### src/hw/rtl/epoch_seconds_to_calendar_top_defines.svh
// Assertion macros for the epoch seconds to calendar block.
// Expect clk and rst_n in the scope of each use; no other dependencies.
`ifndef EPOCH_SECONDS_TO_CALENDAR_TOP_DEFINES_SVH
`define EPOCH_SECONDS_TO_CALENDAR_TOP_DEFINES_SVH

// Check a condition at every clock edge outside reset.
`define ECAL_ASSERT_ALWAYS(lbl, cond, msg) \
  lbl: assert property (@(posedge clk) disable iff (!rst_n) (cond)) else $error(msg);

// Check that an antecedent implies a consequent in the same cycle.
`define ECAL_ASSERT_IMPLY(lbl, ante, cons, msg) \
  lbl: assert property (@(posedge clk) disable iff (!rst_n) (ante) |-> (cons)) else $error(msg);

`endif

### src/hw/rtl/ecal_pkg.sv
// Constants, reciprocals and lookup functions for the epoch to calendar block.
// No dependencies; imported by epoch_seconds_to_calendar_top.
`default_nettype none

package ecal_pkg;

  localparam int unsigned IN_W   = 39;
  localparam int unsigned TDATA_IN_W  = 40;
  localparam int unsigned TDATA_OUT_W = 48;

  // Bias the day count by whole eras so every value below stays non-negative.
  localparam int unsigned ERA_BIAS = 17;
  localparam logic [39:0] SEC_OFFSET =
    40'((64'd719468 + 64'd17 * 64'd146097) * 64'd86400);

  localparam logic [9:0]  DAY_DIV_LO = 10'd675;      // 86400 / 128
  localparam logic [17:0] ERA_DAYS   = 18'd146097;
  localparam logic [17:0] DOE_LAST   = 18'd146096;
  localparam logic [17:0] CENT_DAYS  = 18'd36524;
  localparam logic [11:0] SEC_PER_HR = 12'd3600;
  localparam logic [11:0] SEC_PER_MN = 12'd60;
  localparam logic [17:0] DAYS_PER_YR = 18'd365;
  localparam logic [14:0] DAYS_400Y_YRS = 15'd400;
  localparam logic [14:0] YEAR_BASE  = 15'(ERA_BIAS * 400);
  localparam logic [14:0] YEAR_TOP   = 15'(ERA_BIAS * 400 + 9999);
  localparam logic [3:0]  MP_JAN     = 4'd10;        // March-based index of January

  // Reciprocals m = ceil(2^s / d); exact floor division for the operand widths used.
  localparam logic [17:0] DA_M    = 18'(((64'd1 << 27) + 64'd674) / 64'd675);
  localparam logic [26:0] DB_M    = 27'(((64'd1 << 36) + 64'd674) / 64'd675);
  localparam logic [23:0] ERA_M   = 24'(((64'd1 << 41) + 64'd146096) / 64'd146097);
  localparam logic [17:0] HR_M    = 18'(((64'd1 << 29) + 64'd3599) / 64'd3600);
  localparam logic [12:0] MIN_M   = 13'(((64'd1 << 18) + 64'd59) / 64'd60);
  localparam logic [18:0] D1460_M = 19'(((64'd1 << 29) + 64'd1459) / 64'd1460);
  localparam logic [18:0] D365_M  = 19'(((64'd1 << 27) + 64'd364) / 64'd365);
  localparam logic [14:0] MP_M5   = 15'(5 * (((64'd1 << 19) + 64'd152) / 64'd153));
  localparam logic [14:0] MP_M2   = 15'(2 * (((64'd1 << 19) + 64'd152) / 64'd153));

  typedef struct packed {
    logic [4:0] hour;
    logic [5:0] minute;
    logic [5:0] second;
  } tod_t;

  // Result item, last field in the lowest bits.
  typedef struct packed {
    logic [5:0]  second;
    logic [5:0]  minute;
    logic [4:0]  hour;
    logic [4:0]  day_of_month;
    logic [3:0]  month;
    logic [13:0] year;
    logic        valid_res;
  } res_t;

  localparam int unsigned OUT_PAD = TDATA_OUT_W - $bits(res_t);

  // First day of year (March based) for each month index: (153 * mp + 2) / 5.
  function automatic logic [8:0] mp_base(input logic [3:0] mp);
    logic [8:0] base;
    unique case (mp)
      4'd0:    base = 9'd0;
      4'd1:    base = 9'd31;
      4'd2:    base = 9'd61;
      4'd3:    base = 9'd92;
      4'd4:    base = 9'd122;
      4'd5:    base = 9'd153;
      4'd6:    base = 9'd184;
      4'd7:    base = 9'd214;
      4'd8:    base = 9'd245;
      4'd9:    base = 9'd275;
      4'd10:   base = 9'd306;
      4'd11:   base = 9'd337;
      default: base = 9'd0;
    endcase
    return base;
  endfunction

endpackage

`default_nettype wire

### src/hw/rtl/epoch_seconds_to_calendar_top.sv
// Signed Unix seconds to proleptic Gregorian date and time of day.
// Depends on ecal_pkg and epoch_seconds_to_calendar_top_defines.svh.
//
// The block takes one 39-bit signed count of seconds since 1970-01-01 00:00:00
// per item and returns one item with year, month, day, hour, minute and
// second. Days are the floor of seconds / 86400, so times before the epoch
// land on the right day with a non-negative time of day. Years outside 0 to
// 9999 give valid_res = 0 and year = 0; the other fields keep the computed
// values. Throughput is one item per clock while the output is not stalled; an
// item passes a 14-stage pipeline whose first stage loads at the accepting
// edge and whose last stage drives out_tvalid. Most divisions by a constant
// are a reciprocal multiply in one stage and the matching remainder a constant
// multiply-subtract in the next; century terms use compares. Each stage holds
// its own valid bit and loads whenever it is empty or moving on, so bubbles
// close up under output back-pressure and a stall drops nothing.
`default_nettype none
`include "epoch_seconds_to_calendar_top_defines.svh"

module epoch_seconds_to_calendar_top
  import ecal_pkg::*;
(
  input  wire logic                   clk,
  input  wire logic                   rst_n,
  input  wire logic                   in_tvalid,
  output logic                        in_tready,
  input  wire logic [TDATA_IN_W-1:0]  in_tdata,   // [38:0] epoch_seconds, [39] zero
  output logic                        out_tvalid,
  input  wire logic                   out_tready,
  output logic [TDATA_OUT_W-1:0]      out_tdata   // [0] valid_res, [14:1] year,
                                                  // [18:15] month, [23:19] day_of_month,
                                                  // [28:24] hour, [34:29] minute,
                                                  // [40:35] second, [47:41] zero
);

  localparam int unsigned NSTG = 14;

  // Pipeline control: stage k loads when empty or when its item moves on.
  logic [NSTG:1]   v_r;
  logic [NSTG+1:1] rdy;
  logic [NSTG:1]   v_in;

  always_comb begin
    rdy[NSTG+1] = out_tready;
    for (int k = NSTG; k >= 1; k--) begin
      rdy[k] = !v_r[k] || rdy[k+1];
    end
  end

  assign v_in      = {v_r[NSTG-1:1], in_tvalid};
  assign in_tready = rdy[1];

  always_ff @(posedge clk) begin
    if (!rst_n) begin
      v_r <= '0;
    end else begin
      for (int k = 1; k <= NSTG; k++) begin
        if (rdy[k]) begin
          v_r[k] <= v_in[k];
        end
      end
    end
  end

  // Stage registers.
  logic [39:0] t1_r,    t1_nxt;
  logic [7:0]  a2_r,    a2_nxt;
  logic [16:0] h2_r,    h2_nxt;
  logic [22:0] lo2_r,   lo2_nxt;
  logic [7:0]  a3_r,    a3_nxt;
  logic [25:0] x3_r,    x3_nxt;
  logic [6:0]  s3_r,    s3_nxt;
  logic [7:0]  a4_r,    a4_nxt;
  logic [25:0] x4_r,    x4_nxt;
  logic [6:0]  s4_r,    s4_nxt;
  logic [15:0] b4_r,    b4_nxt;
  logic [22:0] z5_r,    z5_nxt;
  logic [16:0] sod5_r,  sod5_nxt;
  logic [5:0]  era6_r,  era6_nxt;
  logic [22:0] z6_r,    z6_nxt;
  logic [4:0]  hr6_r,   hr6_nxt;
  logic [16:0] sod6_r,  sod6_nxt;
  logic [5:0]  era7_r,  era7_nxt;
  logic [17:0] doe7_r,  doe7_nxt;
  logic [4:0]  hr7_r,   hr7_nxt;
  logic [11:0] rest7_r, rest7_nxt;
  logic [5:0]  era8_r,  era8_nxt;
  logic [17:0] doe8_r,  doe8_nxt;
  logic [6:0]  a8_r,    a8_nxt;
  logic [2:0]  b8_r,    b8_nxt;
  logic        c8_r,    c8_nxt;
  logic [4:0]  hr8_r,   hr8_nxt;
  logic [11:0] rest8_r, rest8_nxt;
  logic [5:0]  mn8_r,   mn8_nxt;
  logic [5:0]  era9_r,  era9_nxt;
  logic [17:0] doe9_r,  doe9_nxt;
  logic [17:0] n9_r,    n9_nxt;
  tod_t        tod9_r,  tod9_nxt;
  logic [5:0]  era10_r, era10_nxt;
  logic [17:0] doe10_r, doe10_nxt;
  logic [8:0]  yoe10_r, yoe10_nxt;
  tod_t        tod10_r, tod10_nxt;
  logic [5:0]  era11_r, era11_nxt;
  logic [8:0]  yoe11_r, yoe11_nxt;
  logic [8:0]  doy11_r, doy11_nxt;
  tod_t        tod11_r, tod11_nxt;
  logic [5:0]  era12_r, era12_nxt;
  logic [8:0]  yoe12_r, yoe12_nxt;
  logic [8:0]  doy12_r, doy12_nxt;
  logic [3:0]  mp12_r,  mp12_nxt;
  tod_t        tod12_r, tod12_nxt;
  logic [14:0] ye13_r,  ye13_nxt;
  logic [3:0]  mo13_r,  mo13_nxt;
  logic [4:0]  dy13_r,  dy13_nxt;
  tod_t        tod13_r, tod13_nxt;
  res_t        out_r,   out_nxt;

  // Intermediate products and remainders.
  logic [34:0] prod_a;
  logic [16:0] rem_a;
  logic [52:0] prod_b;
  logic [25:0] rem_b;
  logic [46:0] prod_era;
  logic [34:0] prod_hr;
  logic [22:0] era_days;
  logic [16:0] hr_secs;
  logic [36:0] prod_1460;
  logic [24:0] prod_mn;
  logic [11:0] mn_secs;
  logic [36:0] prod_365;
  logic [1:0]  cent;
  logic [17:0] yr_days;
  logic [23:0] prod_mp;
  logic [8:0]  day_idx;
  logic        in_range;

  always_comb begin
    // Stage 1: sign-extend and bias by whole eras of days.
    t1_nxt = {in_tdata[IN_W-1], in_tdata[IN_W-1:0]} + SEC_OFFSET;

    // Stage 2: high digit of (t / 128) / 675.
    h2_nxt  = t1_r[39:23];
    prod_a  = 35'(t1_r[39:23]) * 35'(DA_M);
    a2_nxt  = prod_a[34:27];
    lo2_nxt = t1_r[22:0];

    // Stage 3: remainder of the high digit joins the low 16 bits.
    rem_a  = h2_r - 17'(a2_r) * 17'(DAY_DIV_LO);
    x3_nxt = {rem_a[9:0], lo2_r[22:7]};
    s3_nxt = lo2_r[6:0];
    a3_nxt = a2_r;

    // Stage 4: low digit of the day count.
    prod_b = 53'(x3_r) * 53'(DB_M);
    b4_nxt = prod_b[51:36];
    a4_nxt = a3_r;
    x4_nxt = x3_r;
    s4_nxt = s3_r;

    // Stage 5: biased day number and second of day.
    rem_b    = x4_r - 26'(b4_r) * 26'(DAY_DIV_LO);
    z5_nxt   = 23'({a4_r, b4_r});
    sod5_nxt = {rem_b[9:0], s4_r};

    // Stage 6: era and hour.
    prod_era = 47'(z5_r) * 47'(ERA_M);
    era6_nxt = prod_era[46:41];
    prod_hr  = 35'(sod5_r) * 35'(HR_M);
    hr6_nxt  = prod_hr[33:29];
    z6_nxt   = z5_r;
    sod6_nxt = sod5_r;

    // Stage 7: day of era and seconds within the hour.
    era_days  = z6_r - 23'(era6_r) * 23'(ERA_DAYS);
    doe7_nxt  = era_days[17:0];
    hr_secs   = sod6_r - 17'(hr6_r) * 17'(SEC_PER_HR);
    rest7_nxt = hr_secs[11:0];
    era7_nxt  = era6_r;
    hr7_nxt   = hr6_r;

    // Stage 8: leap-day corrections and minute.
    prod_1460 = 37'(doe7_r) * 37'(D1460_M);
    a8_nxt    = prod_1460[35:29];
    priority if (doe7_r >= 18'(4 * CENT_DAYS)) begin
      b8_nxt = 3'd4;
    end else if (doe7_r >= 18'(3 * CENT_DAYS)) begin
      b8_nxt = 3'd3;
    end else if (doe7_r >= 18'(2 * CENT_DAYS)) begin
      b8_nxt = 3'd2;
    end else if (doe7_r >= CENT_DAYS) begin
      b8_nxt = 3'd1;
    end else begin
      b8_nxt = 3'd0;
    end
    c8_nxt    = (doe7_r == DOE_LAST);
    prod_mn   = 25'(rest7_r) * 25'(MIN_M);
    mn8_nxt   = prod_mn[23:18];
    era8_nxt  = era7_r;
    doe8_nxt  = doe7_r;
    hr8_nxt   = hr7_r;
    rest8_nxt = rest7_r;

    // Stage 9: corrected day of era and second.
    n9_nxt          = doe8_r - 18'(a8_r) + 18'(b8_r) - 18'(c8_r);
    mn_secs         = rest8_r - 12'(mn8_r) * SEC_PER_MN;
    tod9_nxt.hour   = hr8_r;
    tod9_nxt.minute = mn8_r;
    tod9_nxt.second = mn_secs[5:0];
    era9_nxt        = era8_r;
    doe9_nxt        = doe8_r;

    // Stage 10: year of era.
    prod_365  = 37'(n9_r) * 37'(D365_M);
    yoe10_nxt = prod_365[35:27];
    era10_nxt = era9_r;
    doe10_nxt = doe9_r;
    tod10_nxt = tod9_r;

    // Stage 11: day of year, March based.
    priority if (yoe10_r >= 9'd300) begin
      cent = 2'd3;
    end else if (yoe10_r >= 9'd200) begin
      cent = 2'd2;
    end else if (yoe10_r >= 9'd100) begin
      cent = 2'd1;
    end else begin
      cent = 2'd0;
    end
    yr_days   = 18'(yoe10_r) * DAYS_PER_YR + 18'(yoe10_r[8:2]) - 18'(cent);
    doy11_nxt = 9'(doe10_r - yr_days);
    era11_nxt = era10_r;
    yoe11_nxt = yoe10_r;
    tod11_nxt = tod10_r;

    // Stage 12: March-based month index, (5 * doy + 2) / 153.
    prod_mp   = 24'(doy11_r) * 24'(MP_M5) + 24'(MP_M2);
    mp12_nxt  = prod_mp[22:19];
    era12_nxt = era11_r;
    yoe12_nxt = yoe11_r;
    doy12_nxt = doy11_r;
    tod12_nxt = tod11_r;

    // Stage 13: day, civil month and biased year.
    day_idx   = doy12_r - mp_base(mp12_r) + 9'd1;
    dy13_nxt  = day_idx[4:0];
    mo13_nxt  = (mp12_r < MP_JAN) ? (mp12_r + 4'd3) : (mp12_r - 4'd9);
    ye13_nxt  = 15'(era12_r) * DAYS_400Y_YRS + 15'(yoe12_r) + 15'(mp12_r >= MP_JAN);
    tod13_nxt = tod12_r;

    // Stage 14: remove the era bias and check the four-digit range.
    in_range             = (ye13_r >= YEAR_BASE) && (ye13_r <= YEAR_TOP);
    out_nxt.valid_res    = in_range;
    out_nxt.year         = in_range ? 14'(ye13_r - YEAR_BASE) : 14'd0;
    out_nxt.month        = mo13_r;
    out_nxt.day_of_month = dy13_r;
    out_nxt.hour         = tod13_r.hour;
    out_nxt.minute       = tod13_r.minute;
    out_nxt.second       = tod13_r.second;
  end

  // Payload: advance each stage with its valid bit, hold otherwise.
  always_ff @(posedge clk) begin
    if (rdy[1]) begin
      t1_r <= t1_nxt;
    end
    if (rdy[2]) begin
      a2_r  <= a2_nxt;
      h2_r  <= h2_nxt;
      lo2_r <= lo2_nxt;
    end
    if (rdy[3]) begin
      a3_r <= a3_nxt;
      x3_r <= x3_nxt;
      s3_r <= s3_nxt;
    end
    if (rdy[4]) begin
      a4_r <= a4_nxt;
      x4_r <= x4_nxt;
      s4_r <= s4_nxt;
      b4_r <= b4_nxt;
    end
    if (rdy[5]) begin
      z5_r   <= z5_nxt;
      sod5_r <= sod5_nxt;
    end
    if (rdy[6]) begin
      era6_r <= era6_nxt;
      z6_r   <= z6_nxt;
      hr6_r  <= hr6_nxt;
      sod6_r <= sod6_nxt;
    end
    if (rdy[7]) begin
      era7_r  <= era7_nxt;
      doe7_r  <= doe7_nxt;
      hr7_r   <= hr7_nxt;
      rest7_r <= rest7_nxt;
    end
    if (rdy[8]) begin
      era8_r  <= era8_nxt;
      doe8_r  <= doe8_nxt;
      a8_r    <= a8_nxt;
      b8_r    <= b8_nxt;
      c8_r    <= c8_nxt;
      hr8_r   <= hr8_nxt;
      rest8_r <= rest8_nxt;
      mn8_r   <= mn8_nxt;
    end
    if (rdy[9]) begin
      era9_r <= era9_nxt;
      doe9_r <= doe9_nxt;
      n9_r   <= n9_nxt;
      tod9_r <= tod9_nxt;
    end
    if (rdy[10]) begin
      era10_r <= era10_nxt;
      doe10_r <= doe10_nxt;
      yoe10_r <= yoe10_nxt;
      tod10_r <= tod10_nxt;
    end
    if (rdy[11]) begin
      era11_r <= era11_nxt;
      yoe11_r <= yoe11_nxt;
      doy11_r <= doy11_nxt;
      tod11_r <= tod11_nxt;
    end
    if (rdy[12]) begin
      era12_r <= era12_nxt;
      yoe12_r <= yoe12_nxt;
      doy12_r <= doy12_nxt;
      mp12_r  <= mp12_nxt;
      tod12_r <= tod12_nxt;
    end
    if (rdy[13]) begin
      ye13_r  <= ye13_nxt;
      mo13_r  <= mo13_nxt;
      dy13_r  <= dy13_nxt;
      tod13_r <= tod13_nxt;
    end
    if (rdy[14]) begin
      out_r <= out_nxt;
    end
  end

  assign out_tvalid = v_r[NSTG];
  assign out_tdata  = {{OUT_PAD{1'b0}}, out_r};

  // A draining output leaves no stage blocked, so the input must be open.
  `ECAL_ASSERT_IMPLY(a_ready_chain, out_tready, in_tready, "input stalled while output drains")
  // Time-of-day, month and day-of-month fields stay in range on every delivered item.
  `ECAL_ASSERT_IMPLY(a_fields_range, out_tvalid,
    (out_r.month >= 4'd1) && (out_r.month <= 4'd12) && (out_r.day_of_month != 5'd0) &&
    (out_r.hour <= 5'd23) && (out_r.minute <= 6'd59) && (out_r.second <= 6'd59),
    "calendar field out of range")
  // An out-of-range year reports as zero.
  `ECAL_ASSERT_ALWAYS(a_year_zero, !out_tvalid || out_r.valid_res || (out_r.year == 14'd0),
    "year not cleared for invalid result")

endmodule

`default_nettype wire

### config.mk
export PLATFORM = sky130hd
export DESIGN_NAME = epoch_seconds_to_calendar_top
export DESIGN_NICKNAME = d
export VERILOG_FILES = /design/src/hw/rtl/ecal_pkg.sv /design/src/hw/rtl/epoch_seconds_to_calendar_top.sv
export VERILOG_INCLUDE_DIRS = /design/src /design/src/hw/rtl
export SDC_FILE = /design/constraint.sdc
export NUM_CORES = 2
export LEC_CHECK = 0
export BUFFER_PORTS_ARGS = -buffer_cell sky130_fd_sc_hd__buf_4
export CELL_PAD_IN_SITES_DETAIL_PLACEMENT = 2
export CELL_PAD_IN_SITES_GLOBAL_PLACEMENT = 2
export CORE_UTILIZATION = 50
export CTS_CLUSTER_DIAMETER = 100
export DETAILED_ROUTE_END_ITERATION = 10
export PLACE_DENSITY_LB_ADDON = 0.15
export RECOVER_POWER = 50
export SYNTH_ARGS = -nofsm -noshare
export SYNTH_HDL_FRONTEND = slang
export SYNTH_SLANG_ARGS = --single-unit
### constraint.sdc
create_clock -name clk -period 20.3 [get_ports clk]
set_input_delay 2.03 -clock clk [delete_from_list [all_inputs] [get_ports clk]]
set_output_delay 2.03 -clock clk [all_outputs]
set_load 0.1 [all_outputs]
### After elaboration in Yosys (flattened, before gate mapping)

Memories as Yosys holds them, arrays and structs flattened. A register that Yosys moved wholly into a read port is not among the register bits.
Index checks and enable logic that the tools add are counted.

* reduce and logical (&&, ||, !) cells: 29
* multiply operators: 15
* muxes and demuxes: 8
* add/subtract/negate cells: 20
* $lt $le $gt $ge: 11
* equal/unequal tests: 1

Operators by type and width (count)
* multiplier 18 x 16 -> 33 bit, second input constant: 2
* multiplier 26 x 27 -> 52 bit, second input constant: 1
* multiplier 23 x 24 -> 47 bit, second input constant: 1
* adder 40 x 39 -> 40 bit, second input constant: 1
* greater-or-equal comparator 18 x 17 -> 1 bit, second input constant: 2
* multiplier 17 x 17 -> 34 bit, second input constant: 1
* multiplier 17 x 18 -> 34 bit, second input constant: 1
* adder 23 x 13 -> 23 bit, second input constant: 1
* multiplier 12 x 12 -> 23 bit, second input constant: 1
* multiplier 9 x 15 -> 23 bit, second input constant: 1
* subtractor 10 bit: 2
* adder 18 x 3 -> 18 bit: 1
* == test 18 bit, second input constant: 1
* greater-or-equal comparator 18 x 16 -> 1 bit, second input constant: 1
* greater-or-equal comparator 18 bit, second input constant: 1
* multiplier 6 x 18 -> 18 bit, second input constant: 1
* subtractor 18 x 1 -> 18 bit: 1
* subtractor 18 bit: 1
* subtractor 18 x 7 -> 18 bit: 1
* multiplier 16 x 10 -> 10 bit, second input constant: 1
* adder 15 x 1 -> 15 bit: 1
* adder 15 x 9 -> 15 bit: 1
* greater-or-equal comparator 15 x 13 -> 1 bit, second input constant: 1
* <= comparator 15 bit, second input constant: 1
* 26 further kinds: 57

* bits in read-only memories: 144
* bits of input ports: 44
* memories: 1
* register bits: 604

Memory list
* (no name shown): words 16, width 9, read ports 1, clocked after Yosys merged registers in 1, write ports 0, line ecal_pkg.sv:61 `unique case (mp)`

### Logic depth before layout (Yosys ltp)

* depth after elaboration: 15
* mapped depth: 25
* gate-level depth less buffers: 25

### Worst setup path before layout

No wires, ideal clock.

* path type: input port to output port
* start: input out_tready
* end: output in_tready
* arrival: 5.376 ns
* data required time: 18.270 ns
* buffers on the path: 0
* stages on the path: 9
* setup slack: 12.894 ns
* path through: nor2b_1 and3_1 and3_1 and2_1 inv_2 nor2_1 and2_1 and3_1 nand2_1

* word-level cells in the longest chain between the ends: 14

Ends and longest elaborated chain
* start: declaration: line epoch_seconds_to_calendar_top.sv:28 `input wire logic out_tready,`
* logical OR 1 bit (6 in series): line epoch_seconds_to_calendar_top.sv:45 `rdy[k] = !v_r[k] || rdy[k+1];`
* named net rdy (one bit): line epoch_seconds_to_calendar_top.sv:39 `logic [NSTG+1:1] rdy;`
* logical OR 1 bit (8 in series): line epoch_seconds_to_calendar_top.sv:45
* end: declaration: line epoch_seconds_to_calendar_top.sv:25 `output logic in_tready,`

The timed path passes the listed nets, and every way through them passes these cells.

### Worst setup path after layout

* start: register z5_r[3]
* end: register era6_r[5], data pin

* word-level cells in the longest chain between the ends: 1

Ends and longest elaborated chain
* start: declaration: line epoch_seconds_to_calendar_top.sv:76 `logic [22:0] z5_r, z5_nxt;`
* start signal: assignment: line epoch_seconds_to_calendar_top.sv:282 `z5_r <= z5_nxt;`
* multiplier 23 x 24 -> 47 bit: line epoch_seconds_to_calendar_top.sv:165 `prod_era = 47'(z5_r) * 47'(ERA_M);`
* named net prod_era[46]: line epoch_seconds_to_calendar_top.sv:122 `logic [46:0] prod_era;`
* end signal: assignment: line epoch_seconds_to_calendar_top.sv:286 `era6_r <= era6_nxt;`
* end: declaration: line epoch_seconds_to_calendar_top.sv:78 `logic [5:0] era6_r, era6_nxt;`

The timed path passes the listed nets, and every way through them passes these cells.
A chain may end at the register's enable or synchronous reset.

==> summary.md <==
| Metric | Value |
|---|---|
| Crit path largest cell delay | `0.65 ns` |
| WP data required | `20.76 ns` |
| Avg Inst Size Synth | `11.9 sq um` |
| Gate Count Post-Synth | `5,713` |
| Crit end category | `flop` |
| Final wirelength | `233 mm` |
| Reg2Reg Launch Point | `z5_r[3]` |
| Met1 Use GR | `0.364` |
| Share of layout cells above drive strength 1 | `0.0381` |
| GRT Overall Usage | `0.348` |
| Residual DRC | `0` |
| Die Area | `138,000 sq um` |
| Setup TNS | `0 ns` |
| Setup-failing EPs final | `0` |
| Main synth FF type | `edfxtp_1` |
| Hold Path Sink | `x3_r[14]` |
| Clock tree buffer depth | `3` |
| Status | `finished, violations left` |
| Register-to-register path setup slack | `12.66 ns` |
| Die Y | `371 um` |
| Crit Reg-Reg Endpoint | `era6_r[5]` |
| RePlAce Congestion | `0.873` |
| Initial Util | `0.503` |
| Worst clock skew | `0.0421 ns` |
| Most common cell after layout, fill and taps aside | `ha_1` |
| Detailed Route Iter0 Violations | `2,181` |
| Post-synth EDFFs | `590` |
| Largest net degree at the start of global routing | `53` |
| Grt ovf | `0` |
| CP arrival | `8.11 ns` |
| Sink Count | `609` |
| Hold Fails Final Rpt | `0` |
| # diodes | `0` |
| Detail Route Antenna Nets | `0` |
| First-pass GRT wire length | `353 mm` |
| Via count | `44,200` |
| DRT Pass-1 Iters | `5` |
| Nets | `8,358` |
| Slowest cell on crit path | `edfxtp_1` |
| Routed len/inst | `30.1 um` |
| Setup CP Type | `flop to flop` |
| Most used cell, CP | `fa_1` |
| CTS tree | `built` |
| Worst Max-Slew Pin Slew | `2.89 ns` |
| Std cell rows | `135` |
| Critical-path cell list | `inv_1 > ha_1 > fa_1 > inv_1 > fa_1 > inv_1 > fa_1 > fa_1 > inv_1 > fa_1 > fa_1 > ha_1 > a21o_1 > a221oi_1 > o21ai_1 > a221o_1 > a221o_1 > a2bb2oi_1 > a21oi_1 > a21oi_1 > xnor2_1` |
| FFs w/ async S/R, synth | `0` |
| Most frequent cells in the layout | `1,550 x ha_1, 1,515 x inv_1, 867 x fa_1, 590 x edfxtp_1, 179 x xnor2_1` |
| Synth unique cells | `72` |
| Period minus WS final | `7.64 ns` |
| Initial antenna violation count | `1` |
| CTS resizes | `0` |
| CTS Root Cell | `clkbuf_16` |
| Vias in the first global route | `55,200` |
| Gr busiest metal | `met2` |
| Fin. max-slew vios | `111` |
| Hold WC Path Type | `flop to flop` |
| Hold Buf Count CTS | `0` |
| DP Wirelength | `167 mm` |
| CTS buffer count | `76` |
| Ys Warns | `0` |
| Worst Setup Start Kind | `flop` |
| Hold path depth | `0` |
| # port buffers | `85` |
| Clock Latency Late Sink | `0.75 ns` |
| Synthesized cell area | `68,100 sq um` |
| FF+latch count, synth | `609` |
| Met3 Use GR | `0.0412` |
| RSZ-0062 raised after global routing | `false` |
| Period utilization | `0.376` |
| HP Start | `lo2_r[21]` |
| CTS H-tree depth | `3` |
| # IOs | `94` |
| R2R depth | `21` |
| # Max-Cap Violations | `3` |
| Register area share after synthesis | `0.266` |
| Die X | `371 um` |
| Synth-to-layout area growth | `8.16%` |
| Peak Freq | `131 MHz` |
| Failing checks | `max-capacitance violations, max-slew violations` |
| Total core area | `135,000 sq um` |
| Post-CTS setup buffers | `0` |
| Clock transition at path regs | `0.07 ns` |
| Fillers | `12,900` |
| GRT met2 Usage | `0.679` |
| Largest fanout on the critical path | `7` |
| Final hold slack | `0.413 ns` |
| Worst slew margin | `-0.924` |
| Post-DR vias/cell | `5.71` |
critical path, delay by kind of cell (launching register included):
family | cells | cell delay (ns)
buffers and inverters | 4 | 0.50
AO/OA/AOI/OAI | 8 | 2.12
XOR/XNOR | 1 | 0.11
flip-flops | 1 | 0.65
adder cells (fa/ha/maj) | 8 | 4.01
cells in the mapped netlist (5+ instances only):
| master | instances | area (sq um) |
|---|---|---|
| and2_1 | 12 | 75.1 |
| a31oi_1 | 9 | 56.3 |
| and4_1 | 5 | 43.8 |
| nor2_1 | 105 | 394 |
| o211ai_1 | 10 | 75.1 |
| or2_2 | 10 | 62.6 |
| o2111ai_1 | 7 | 61.3 |
| a221oi_1 | 6 | 52.6 |
| a211o_1 | 6 | 52.6 |
| buf_4 | 7 | 52.6 |
| o21ai_1 | 22 | 110 |
| o21bai_1 | 20 | 150 |
| fa_1 | 867 | 17400 |
| and3_1 | 21 | 131 |
| edfxtp_1 | 590 | 17700 |
| o31a_1 | 6 | 52.6 |
| xor2_1 | 64 | 561 |
| nand2_1 | 96 | 360 |
| nor2b_1 | 29 | 181 |
| ha_1 | 1550 | 19400 |
| nor4_1 | 13 | 81.3 |
| a2111oi_0 | 5 | 43.8 |
| dfxtp_1 | 19 | 380 |
| o31ai_1 | 5 | 37.5 |
| a211oi_1 | 24 | 180 |
| o21a_1 | 36 | 270 |
| or3_1 | 5 | 31.3 |
| nor3_1 | 51 | 255 |
| nand3_1 | 46 | 230 |
| nand2b_1 | 22 | 138 |
| xnor2_1 | 179 | 1570 |
| nand4_1 | 19 | 119 |
| o311a_1 | 5 | 50.1 |
| inv_1 | 1518 | 5700 |
| a21o_1 | 60 | 450 |
| a311oi_1 | 5 | 43.8 |
| o21ai_0 | 52 | 260 |
| a21oi_1 | 146 | 731 |
state kept, by name, indices dropped and copies added, names as in the netlist, 18 cells and up, named ones only:
signal,cells
lo2_r,23
doe7_r,18
z6_r,18
z5_r,23
out_tdata,41
n9_r,18
doe8_r,18
x3_r,26
t1_r,40
logic make-up (layout without fill, tap and decap cells):
group,Yosys count,in the layout,synth area share
buf+inv,1530,1770,0.0848
mux,5,5,0.000754
xor+xnor,243,243,0.0313
flops,609,609,0.266
simple gates,442,442,0.0319
compound gates,466,466,0.0455
other cells,1,7,0.0000551
fa+ha+maj,2417,2417,0.540
per-layer routing:
layer	part of all wire	up-vias
met5	0.000030	-
met4	0.055	2
met3	0.032	665
met2	0.56	1256
met1	0.36	23300
li1	-	19000
final cells by class:
class,count,area [sq um],area share
Multi-Input combinational cell,3580,44200,0.601
Inverter,1521,5710,0.0775
Sequential cell,609,18100,0.246
Clock inverter,41,592,0.00804
Timing Repair Buffer,109,702,0.00953
Tap cell,1781,2230,0.0303
Clock buffer,99,2060,0.0280
per-stage QoR:
step	setup WS, ns	instances	utilization	cell area (sq um)
floorplan	12.89	5719	-	68100
global placement	13.04	7600	0.525	71100
detailed placement	12.78	7600	0.525	71100
CTS	12.69	7740	0.545	73700
global route	12.38	7740	0.544	73600
finish	12.66	7740	0.544	73600
worst max-delay path by stage:
stage	start	end	slack (ns)	cells after the start
after floorplan	out_tready	in_tready	12.89	9
after global placement	x3_r[6]	b4_r[15]	13.04	21
after detailed placement	x3_r[6]	b4_r[15]	12.78	21
after CTS	z5_r[12]	era6_r[5]	12.69	21
after global routing	x3_r[9]	b4_r[15]	12.38	25
final	z5_r[3]	era6_r[5]	12.66	21
Power is left out: the tool's default activity adds up to more than one toggle a clock period on the data nets, which glitch-free logic cannot reach.
